<file path="config.mk">
export PLATFORM = sky130hd
export DESIGN_NAME = rounded_rect_span_generator
export DESIGN_NICKNAME = d
export VERILOG_FILES = /design/src/sv/rrsg_pkg.sv /design/src/sv/rrsg_ctrl.sv /design/src/sv/rrsg_datapath.sv /design/src/sv/rounded_rect_span_generator.sv
export VERILOG_INCLUDE_DIRS = /design/src /design/src/sv
export SDC_FILE = /design/constraint.sdc
export NUM_CORES = 1
export LEC_CHECK = 0
export BUFFER_PORTS_ARGS = -buffer_cell sky130_fd_sc_hd__buf_2
export CORE_UTILIZATION = 25
export DETAILED_ROUTE_END_ITERATION = 7
export MAX_ROUTING_LAYER = met4
export PLACE_DENSITY_LB_ADDON = 0.05
export SYNTH_ARGS = -nofsm -noshare
export SYNTH_HDL_FRONTEND = slang
export SYNTH_HIERARCHICAL = 1
export SYNTH_SLANG_ARGS = --single-unit
</file>
<file path="constraint.sdc">
create_clock -name i_clk -period 6.65 [get_ports i_clk]
set_input_delay 0.3325 -clock i_clk [delete_from_list [all_inputs] [get_ports i_clk]]
set_output_delay 0.3325 -clock i_clk [all_outputs]
set_load 0.02 [all_outputs]
</file>
<file path="src/sv/rounded_rect_span_generator_assert.svh">
// assertion macros for the rounded rectangle span generator
// used by the module that checks its own logic, needs i_clk and i_rst_n in scope
`ifndef ROUNDED_RECT_SPAN_GENERATOR_ASSERT_SVH
`define ROUNDED_RECT_SPAN_GENERATOR_ASSERT_SVH

// checked only out of reset
`define RRSG_ASSERT(lbl, prop, msg) \
    lbl: assert property (@(posedge i_clk) disable iff (!i_rst_n) prop) else $error(msg);

// checked at every edge, reset included
`define RRSG_ASSERT_ALWAYS(lbl, prop, msg) \
    lbl: assert property (@(posedge i_clk) prop) else $error(msg);

`endif

</file>
<file path="src/sv/rrsg_pkg.sv">
// shared widths, defaults and controller/datapath interface types
// no dependencies
package rrsg_pkg;

    localparam int COORD_W        = 16;
    localparam int MAX_RADIUS_DEF = 15;

    typedef struct packed {
        logic load;
        logic step_a;
        logic step_b;
        logic next_pair;
        logic flush;
    } t_cmd;

    typedef struct packed {
        logic adv;
        logic out_free;
        logic pair_live;
        logic top_pair;
    } t_status;

endpackage

</file>
<file path="src/sv/rrsg_ctrl.sv">
// sequencer for the rounded rectangle span generator
// depends on rrsg_pkg, drives the datapath by t_cmd and reads t_status
module rrsg_ctrl import rrsg_pkg::*; (
    input  logic    i_clk,
    input  logic    i_rst_n,
    input  logic    i_in_valid,
    input  t_status i_status,
    output t_cmd    o_cmd,
    output logic    o_in_stall
);

    localparam logic [1:0] S_IDLE   = 2'd0;
    localparam logic [1:0] S_STEP_A = 2'd1;
    localparam logic [1:0] S_STEP_B = 2'd2;
    localparam logic [1:0] S_FLUSH  = 2'd3;

    logic [1:0] r_state;
    logic [1:0] n_state;

    always_comb begin
        n_state = r_state;
        o_cmd   = '0;
        unique case (r_state)
            S_IDLE: begin
                if (i_in_valid) begin
                    o_cmd.load = 1'b1;
                    n_state    = S_STEP_A;
                end
            end
            S_STEP_A: begin
                if (i_status.adv) begin
                    if (i_status.pair_live) begin
                        o_cmd.step_a = 1'b1;
                        n_state      = S_STEP_B;
                    end else if (!i_status.top_pair) begin
                        o_cmd.next_pair = 1'b1;
                    end else begin
                        n_state = S_FLUSH;
                    end
                end
            end
            S_STEP_B: begin
                if (i_status.adv) begin
                    o_cmd.step_b = 1'b1;
                    n_state      = S_STEP_A;
                end
            end
            S_FLUSH: begin
                if (i_status.out_free) begin
                    o_cmd.flush = 1'b1;
                    n_state     = S_IDLE;
                end
            end
            default: n_state = S_IDLE;
        endcase
    end

    always_ff @(posedge i_clk) begin
        if (!i_rst_n) begin
            r_state <= S_IDLE;
        end else begin
            r_state <= n_state;
        end
    end

    assign o_in_stall = (r_state != S_IDLE);

endmodule

</file>
<file path="src/sv/rrsg_datapath.sv">
// midpoint stepping registers, pending window and output register
// depends on rrsg_pkg and rounded_rect_span_generator_assert.svh
`include "rounded_rect_span_generator_assert.svh"
module rrsg_datapath import rrsg_pkg::*; #(
    parameter int MAX_RADIUS = MAX_RADIUS_DEF
) (
    input  logic               i_clk,
    input  logic               i_rst_n,
    input  t_cmd               i_cmd,
    output t_status            o_status,
    input  logic [COORD_W-1:0] i_rect_x,
    input  logic [COORD_W-1:0] i_rect_y,
    input  logic [COORD_W-1:0] i_rect_width,
    input  logic [COORD_W-1:0] i_rect_height,
    input  logic [COORD_W-1:0] i_corner_radius,
    input  logic [COORD_W-1:0] i_fill_color,
    input  logic               i_out_stall,
    output logic               o_out_valid,
    output logic [COORD_W-1:0] o_win_x_start,
    output logic [COORD_W-1:0] o_win_y_start,
    output logic [COORD_W-1:0] o_win_x_end,
    output logic [COORD_W-1:0] o_win_y_end,
    output logic [COORD_W-1:0] o_span_color,
    output logic               o_last_span
);

    localparam int R_W = $clog2(MAX_RADIUS + 1);
    localparam int F_W = R_W + 3;
    localparam logic [R_W-1:0] RAD_MAX = R_W'(MAX_RADIUS);

    logic [R_W-1:0]        rad;
    logic [COORD_W-1:0]    rad16;
    logic [R_W-1:0]        r_rad;
    logic [R_W-1:0]        r_yy;
    logic [R_W-1:0]        r_rr;
    logic signed [F_W-1:0] r_f;
    logic signed [F_W-1:0] r_ddx;
    logic signed [F_W-1:0] r_ddy;
    logic                  r_top;
    logic [COORD_W-1:0]    r_cx;
    logic [COORD_W-1:0]    r_cy_bot;
    logic [COORD_W-1:0]    r_cy_top;
    logic [COORD_W-1:0]    r_span0;
    logic [COORD_W-1:0]    r_color;

    logic                  r_pend_v;
    logic [COORD_W-1:0]    r_pend_xs;
    logic [COORD_W-1:0]    r_pend_ys;
    logic [COORD_W-1:0]    r_pend_xe;
    logic [COORD_W-1:0]    r_pend_ye;

    logic                  r_out_valid;
    logic [COORD_W-1:0]    r_out_xs;
    logic [COORD_W-1:0]    r_out_ys;
    logic [COORD_W-1:0]    r_out_xe;
    logic [COORD_W-1:0]    r_out_ye;
    logic [COORD_W-1:0]    r_out_color;
    logic                  r_out_last;

    logic [R_W-1:0]        yy_next;
    logic [COORD_W-1:0]    yy16;
    logic [COORD_W-1:0]    yy1_16;
    logic [COORD_W-1:0]    rr16;
    logic                  f_pos;
    logic                  cand_v;
    logic [COORD_W-1:0]    cand_xs;
    logic [COORD_W-1:0]    cand_len;
    logic [COORD_W-1:0]    cand_row;
    logic                  push;
    logic                  out_free;

    assign rad    = (i_corner_radius > COORD_W'(MAX_RADIUS)) ? RAD_MAX
                                                              : i_corner_radius[R_W-1:0];
    assign rad16  = {{(COORD_W-R_W){1'b0}}, rad};
    assign yy_next = r_yy + R_W'(1);
    assign yy16   = {{(COORD_W-R_W){1'b0}}, r_yy};
    assign yy1_16 = {{(COORD_W-R_W){1'b0}}, yy_next};
    assign rr16   = {{(COORD_W-R_W){1'b0}}, r_rr};
    assign f_pos  = !r_f[F_W-1];

    always_comb begin
        cand_v   = 1'b0;
        cand_xs  = r_cx - yy16;
        cand_len = r_span0 + (yy16 << 1);
        cand_row = r_top ? (r_cy_top - rr16) : (r_cy_bot + rr16);
        if (i_cmd.step_a) begin
            cand_v = f_pos;
        end else if (i_cmd.step_b) begin
            cand_v   = 1'b1;
            cand_xs  = r_cx - rr16;
            cand_len = r_span0 + (rr16 << 1);
            cand_row = r_top ? (r_cy_top - yy1_16) : (r_cy_bot + yy1_16);
        end
    end

    assign push     = cand_v && (cand_len != '0) && r_pend_v;
    assign out_free = !r_out_valid || !i_out_stall;

    assign o_status.adv       = !r_pend_v || out_free;
    assign o_status.out_free  = out_free;
    assign o_status.pair_live = (r_yy < r_rr);
    assign o_status.top_pair  = r_top;

    // stepping state
    always_ff @(posedge i_clk) begin
        if (i_cmd.load || i_cmd.next_pair) begin
            r_yy  <= '0;
            r_rr  <= i_cmd.load ? rad : r_rad;
            r_f   <= F_W'(1) - $signed({1'b0, i_cmd.load ? rad : r_rad});
            r_ddx <= F_W'(1);
            r_ddy <= -($signed({1'b0, i_cmd.load ? rad : r_rad}) <<< 1);
        end else if (i_cmd.step_a) begin
            if (f_pos) begin
                r_rr  <= r_rr - R_W'(1);
                r_ddy <= r_ddy + F_W'(2);
                r_f   <= r_f + r_ddy + F_W'(2);
            end
        end else if (i_cmd.step_b) begin
            r_yy  <= yy_next;
            r_ddx <= r_ddx + F_W'(2);
            r_f   <= r_f + r_ddx + F_W'(2);
        end
        if (i_cmd.load) begin
            r_rad    <= rad;
            r_cx     <= i_rect_x + rad16;
            r_cy_bot <= i_rect_y + i_rect_height - rad16 - COORD_W'(1);
            r_cy_top <= i_rect_y + rad16;
            r_span0  <= i_rect_width - (rad16 << 1);
            r_color  <= i_fill_color;
        end
    end

    always_ff @(posedge i_clk) begin
        if (!i_rst_n) begin
            r_top <= 1'b0;
        end else if (i_cmd.load) begin
            r_top <= 1'b0;
        end else if (i_cmd.next_pair) begin
            r_top <= 1'b1;
        end
    end

    // pending window, held back until the next one shows whether it is the last
    always_ff @(posedge i_clk) begin
        if (!i_rst_n) begin
            r_pend_v <= 1'b0;
        end else if (i_cmd.load) begin
            r_pend_v <= 1'b1;
        end else if (i_cmd.flush) begin
            r_pend_v <= 1'b0;
        end
        if (i_cmd.load) begin
            r_pend_xs <= i_rect_x;
            r_pend_ys <= i_rect_y + rad16;
            r_pend_xe <= i_rect_x + i_rect_width;
            r_pend_ye <= i_rect_y + i_rect_height - rad16;
        end else if (push) begin
            r_pend_xs <= cand_xs;
            r_pend_ys <= cand_row;
            r_pend_xe <= cand_xs + cand_len - COORD_W'(1);
            r_pend_ye <= cand_row;
        end
    end

    // output register
    always_ff @(posedge i_clk) begin
        if (!i_rst_n) begin
            r_out_valid <= 1'b0;
        end else if (push || i_cmd.flush) begin
            r_out_valid <= 1'b1;
        end else if (!i_out_stall) begin
            r_out_valid <= 1'b0;
        end
        if (push || i_cmd.flush) begin
            r_out_xs    <= r_pend_xs;
            r_out_ys    <= r_pend_ys;
            r_out_xe    <= r_pend_xe;
            r_out_ye    <= r_pend_ye;
            r_out_color <= r_color;
            r_out_last  <= i_cmd.flush;
        end
    end

    assign o_out_valid   = r_out_valid;
    assign o_win_x_start = r_out_xs;
    assign o_win_y_start = r_out_ys;
    assign o_win_x_end   = r_out_xe;
    assign o_win_y_end   = r_out_ye;
    assign o_span_color  = r_out_color;
    assign o_last_span   = r_out_last;

    `RRSG_ASSERT(a_no_overwrite, !((push || i_cmd.flush) && r_out_valid && i_out_stall), "output word overwritten while stalled")
    `RRSG_ASSERT(a_flush_has_word, i_cmd.flush |-> r_pend_v, "flush with no pending window")
    `RRSG_ASSERT(a_load_empty, i_cmd.load |-> !r_pend_v, "command loaded over a pending window")
    `RRSG_ASSERT(a_flush_last, i_cmd.flush |=> (r_out_valid && r_out_last && !r_pend_v), "last word not marked")

endmodule

</file>
<file path="src/sv/rounded_rect_span_generator.sv">
// Rounded rectangle span generator, top level.
// One command (origin, width, height, corner radius, colour) arrives on the
// input channel; the block answers with a run of fill window words: the
// central block first, then one-row spans of the bottom corner pair, then of
// the top corner pair. The final word of a command has o_last_span set.
// A word is taken at a clock edge with valid high and stall low; o_in_stall
// is high from acceptance until the last window has entered the output
// register, so the next command can be taken while that word still waits.
// Sequence: load, then the midpoint steps of each corner pair (radius r clamped
// to MAX_RADIUS), each step a pass through S_STEP_A and S_STEP_B, a close of
// each pair and the release of the last word; there are 11 midpoint steps per
// pair at r = 15. The pace is set by the single stepping unit that registers at
// most one window a cycle; output stalls can hold it.
// The first word is registered when the first non-empty corner span is
// pushed into the pending window, or by the flush when no span is pushed, as
// for a zero radius.
// When i_out_stall is high the output word holds, the stepping unit pauses
// once its one-entry pending window is full, and nothing is lost.
// Reset is synchronous, active low, and empties the output and pending stages.
// Depends on rrsg_pkg, rrsg_ctrl and rrsg_datapath.
module rounded_rect_span_generator import rrsg_pkg::*; #(
    parameter int MAX_RADIUS = MAX_RADIUS_DEF
) (
    input  logic               i_clk,
    input  logic               i_rst_n,
    input  logic               i_in_valid,
    output logic               o_in_stall,
    input  logic [COORD_W-1:0] i_rect_x,
    input  logic [COORD_W-1:0] i_rect_y,
    input  logic [COORD_W-1:0] i_rect_width,
    input  logic [COORD_W-1:0] i_rect_height,
    input  logic [COORD_W-1:0] i_corner_radius,
    input  logic [COORD_W-1:0] i_fill_color,
    output logic               o_out_valid,
    input  logic               i_out_stall,
    output logic [COORD_W-1:0] o_win_x_start,
    output logic [COORD_W-1:0] o_win_y_start,
    output logic [COORD_W-1:0] o_win_x_end,
    output logic [COORD_W-1:0] o_win_y_end,
    output logic [COORD_W-1:0] o_span_color,
    output logic               o_last_span
);

    t_cmd    cmd;
    t_status status;

    rrsg_ctrl u_ctrl (
        .i_clk      (i_clk),
        .i_rst_n    (i_rst_n),
        .i_in_valid (i_in_valid),
        .i_status   (status),
        .o_cmd      (cmd),
        .o_in_stall (o_in_stall)
    );

    rrsg_datapath #(
        .MAX_RADIUS (MAX_RADIUS)
    ) u_datapath (
        .i_clk           (i_clk),
        .i_rst_n         (i_rst_n),
        .i_cmd           (cmd),
        .o_status        (status),
        .i_rect_x        (i_rect_x),
        .i_rect_y        (i_rect_y),
        .i_rect_width    (i_rect_width),
        .i_rect_height   (i_rect_height),
        .i_corner_radius (i_corner_radius),
        .i_fill_color    (i_fill_color),
        .i_out_stall     (i_out_stall),
        .o_out_valid     (o_out_valid),
        .o_win_x_start   (o_win_x_start),
        .o_win_y_start   (o_win_y_start),
        .o_win_x_end     (o_win_x_end),
        .o_win_y_end     (o_win_y_end),
        .o_span_color    (o_span_color),
        .o_last_span     (o_last_span)
    );

endmodule
</file>
==> qor.yml <==
status: "finished clean"
power_frac_clock: 0.305
p_leak_uw: 0.00787
setup_viol: 0
n_fill_cell: 6561
crit_required_ns: 6.90
ys_warn_count: 6
seq_power_share: 0.379
synth_common_cells: "edfxtp_1 (242), ha_1 (145), inv_1 (143), nor2_1 (108), xnor2_1 (104)"
drtIter0Drc: 443
hold_violations: 0
grt_pass1_wl_microns: 70500
dieArea_sq_um: 65600
clock-sinks: 261
dr_total_vias: 11400
grt.total_usage: 0.144
synth_top_area_frac: 0.450
reg2reg_from: "u_datapath/r_rr[1]"
io_buffers: 182
critical-path-max-stage-delay_ns: 0.60
async_flop_share: 0
worstSkewPairLatency_ns: 0.54
hpwl_microns: 34900
root_buffer: "clkbuf_16"
viasPerCell: 4.43
synthSimpleGateAreaFrac: 0.130
max_cap_viol_count: 0
critPathKind: "reg -> reg"
final_util: 0.306
syn_area_per_cell_sq_um: 10.9
critical_path.endpoint: "u_datapath/r_pend_xe[14]"
power.switching_uw: 2060
critPathLaunchType: "register"
totalWireLength_microns: 46000
power_frac_comb: 0.316
grt_pass1_vias: 11700
p_int_uw: 4050
ys_seq_elements: 261
numCtsBuffers: 36
rr_worst_depth: 22
synth.area.mux_share: 0.0115
synth_ff_type: "edfxtp_1"
cts_tree: "yes"
dpl_cell_area_sq_um: 18100
die-height_microns: 256
cp_top_family: "compound AO/OA/AOI/OAI gates"
path_clk_slew_ns: 0.06
reg2reg_to: "u_datapath/r_pend_xe[14]"
synthTopCellsByArea: "edfxtp_1 (45%), ha_1 (11%), xnor2_1 (5.6%)"
synth_edf_count: 242
wire_per_inst_microns: 17.8
power_switching_share: 0.337
stdcell_area_sq_um: 19400
worstSetupPathDepth: 22
area_delta_synth_final_pct: 20.2
core_sq_um: 63400
netlist_instances: 1486
post_cts_resize_count: 0
synth_xor_area_frac: 0.0952
antenna_left: 0
crit_path_max_fanout: 17
grt_max_degree: 157
ir_drop_mv: 0.144
drv_slew: 0
initial_core_util: 0.255
crit_start: "u_datapath/r_rr[1]"
gp_congestion: 0.802
tightestPinTransition_ns: 1.10
drc_errors: 0
p_total_uw: 6110
antenna_found_initial: 1
skew_ns: 0.0171
synth.most_common_cell: "edfxtp_1"
powerDensity_nw_per_um2: 315
drt_first_pass_iters: 4
synth_top_family_by_area: "adder cells"
synth_seq_area_share: 0.474
timing.fmax_ghz: 0.180
worst_hold_path_type: "in -> reg"
ys_types: 78
reg2reg_setup_slack_ns: 1.10
grt_remaining_overflow: 0
synth_area_sq_um: 16100
end_kind: "register"
min_path_cells: 2
nets: 1967
critPathArrivalTime_ns: 5.80
yosys.area.top_type: "edfxtp_1"
rsz0062_at_grt: "no"
clockBufferDepth: 3
period_needed_ns: 5.55
synthAdderAreaFrac: 0.137
die_w_microns: 256
io_pins: 183
syn-num-nets: 1749
worstPathCellList: "inv_1, ha_1, a21boi_0, o21ai_0, nand2b_1, a21oi_1, nor3b_2, nand2b_1, a211oi_1, a21oi_1, xor2_1, ha_1, inv_1, ha_1, o21a_1, a21oi_1, o21ai_0, a211oi_1, a211o_1, o21ai_0, xnor2_1, mux2i_1"
relSlewSlack: 0.264
tns_ns: 0
cp_slowest_cell: "nand2b_1"
placementRows: 92
n_antenna_cell: 0
synth_compound_area_frac: 0.111
cp_num_buf_inv: 2
cts_htree_levels: 2
layout-drive-gt1-share: 0.162
period_share: 0.835
==> area by class of cell <==
type	count	area, sq um	area share
Sequential cell	261	7650	0.394
Multi-Input combinational cell	1049	7840	0.404
Clock inverter	16	141	0.00729
Clock buffer	48	967	0.0498
Tap cell	846	1060	0.0545
Inverter	144	541	0.0279
Timing Repair Buffer	212	1220	0.0627
==> stage by stage <==
stage / setup slack, ns / cells / hold WS (ns)
2_1_floorplan: 0.404 / 1486 / 0.400
3_3_place_gp: 1.13 / 2495 / 0.400
3_5_place_dp: 1.09 / 2495 / 0.405
4_1_cts: 1.07 / 2576 / 0.0866
5_1_grt: 0.594 / 2576 / 0.0953
6_report: 1.10 / 2576 / 0.111
==> per-layer routing <==
layer / part of all wire / GRT usage / vias up
met5: 0 / - / -
met4: 0.016 / 0.0313 / 0
met3: 0.029 / 0.0223 / 49
met2: 0.47 / 0.234 / 176
met1: 0.49 / 0.189 / 5415
li1: - / - / 5767
==> cell families after synthesis <==
kind of cell,after synthesis
and+or+nand+nor,413
AOI/OAI and AO/OA,278
xor gates and xnor gates,174
DFF,261
muxes,17
buffers and inverters,176
adders and majority gates,167
==> worst min-delay path by stage <==
stage	from	end	slack, ns
after global routing	i_rst_n	u_datapath/r_pend_v	0.1
after floorplan	u_datapath/r_color[0]	u_datapath/o_span_color[0]	0.40
after detailed placement	u_datapath/r_pend_xs[8]	u_datapath/o_win_x_start[8]	0.40
final	i_rst_n	u_datapath/r_pend_v	0.11
after CTS	i_rst_n	u_datapath/r_pend_v	0.09
after global placement	u_datapath/r_color[6]	u_datapath/o_span_color[6]	0.40
==> power by group through the flow <==
stage	sequential, uW	clock [uW]	combinational [uW]
2_1_floorplan	2340	0	1330
3_3_place_gp	2350	0	1960
3_5_place_dp	2350	0	1940
4_1_cts	2320	1940	1970
5_1_grt	2340	2000	2180
6_report	2310	1860	1930
==> worst register-to-register path, cell delays in order, from the launching register on <==
cell and delay [ns]:
edfxtp_1 0.51, inv_1 0.30, ha_1 0.29, a21boi_0 0.12, o21ai_0 0.16, nand2b_1 0.07
a21oi_1 0.22, nor3b_2 0.22, nand2b_1 0.60, a211oi_1 0.11, a21oi_1 0.35, xor2_1 0.15
ha_1 0.30, inv_1 0.04, ha_1 0.32, o21a_1 0.15, a21oi_1 0.08, o21ai_0 0.35
a211oi_1 0.19, a211o_1 0.32, o21ai_0 0.22, xnor2_1 0.14, mux2i_1 0.08
==> layout by cell type, fill, tap and decap left out, types with 9 or more instances in the layout <==
cell,n
a31oi_1,9
edfxtp_1,242
clkbuf_16,37
mux2i_1,13
nand4_1,11
nand2_1,96
inv_1,143
o21a_1,15
xor2_1,69
clkbuf_1,11
buf_4,10
ha_1,145
fa_1,18
nor4_1,15
or3_1,10
a21o_1,47
nor3_1,44
o21ai_0,51
dlygate4sd3_1,17
buf_2,182
nor2_1,107
nand3_1,31
dfxtp_1,19
and3_1,13
a211oi_1,16
a21oi_1,82
nand2b_1,16
nor2b_1,17
xnor2_1,104
==> repair_timing <==
action | CTS | global route
hold buffers | 17 | 0
endpoints found under the hold margin | 17 | 0
setup buffers | 0 | 0
No activity file was read; power rests on OpenSTA's default activity.
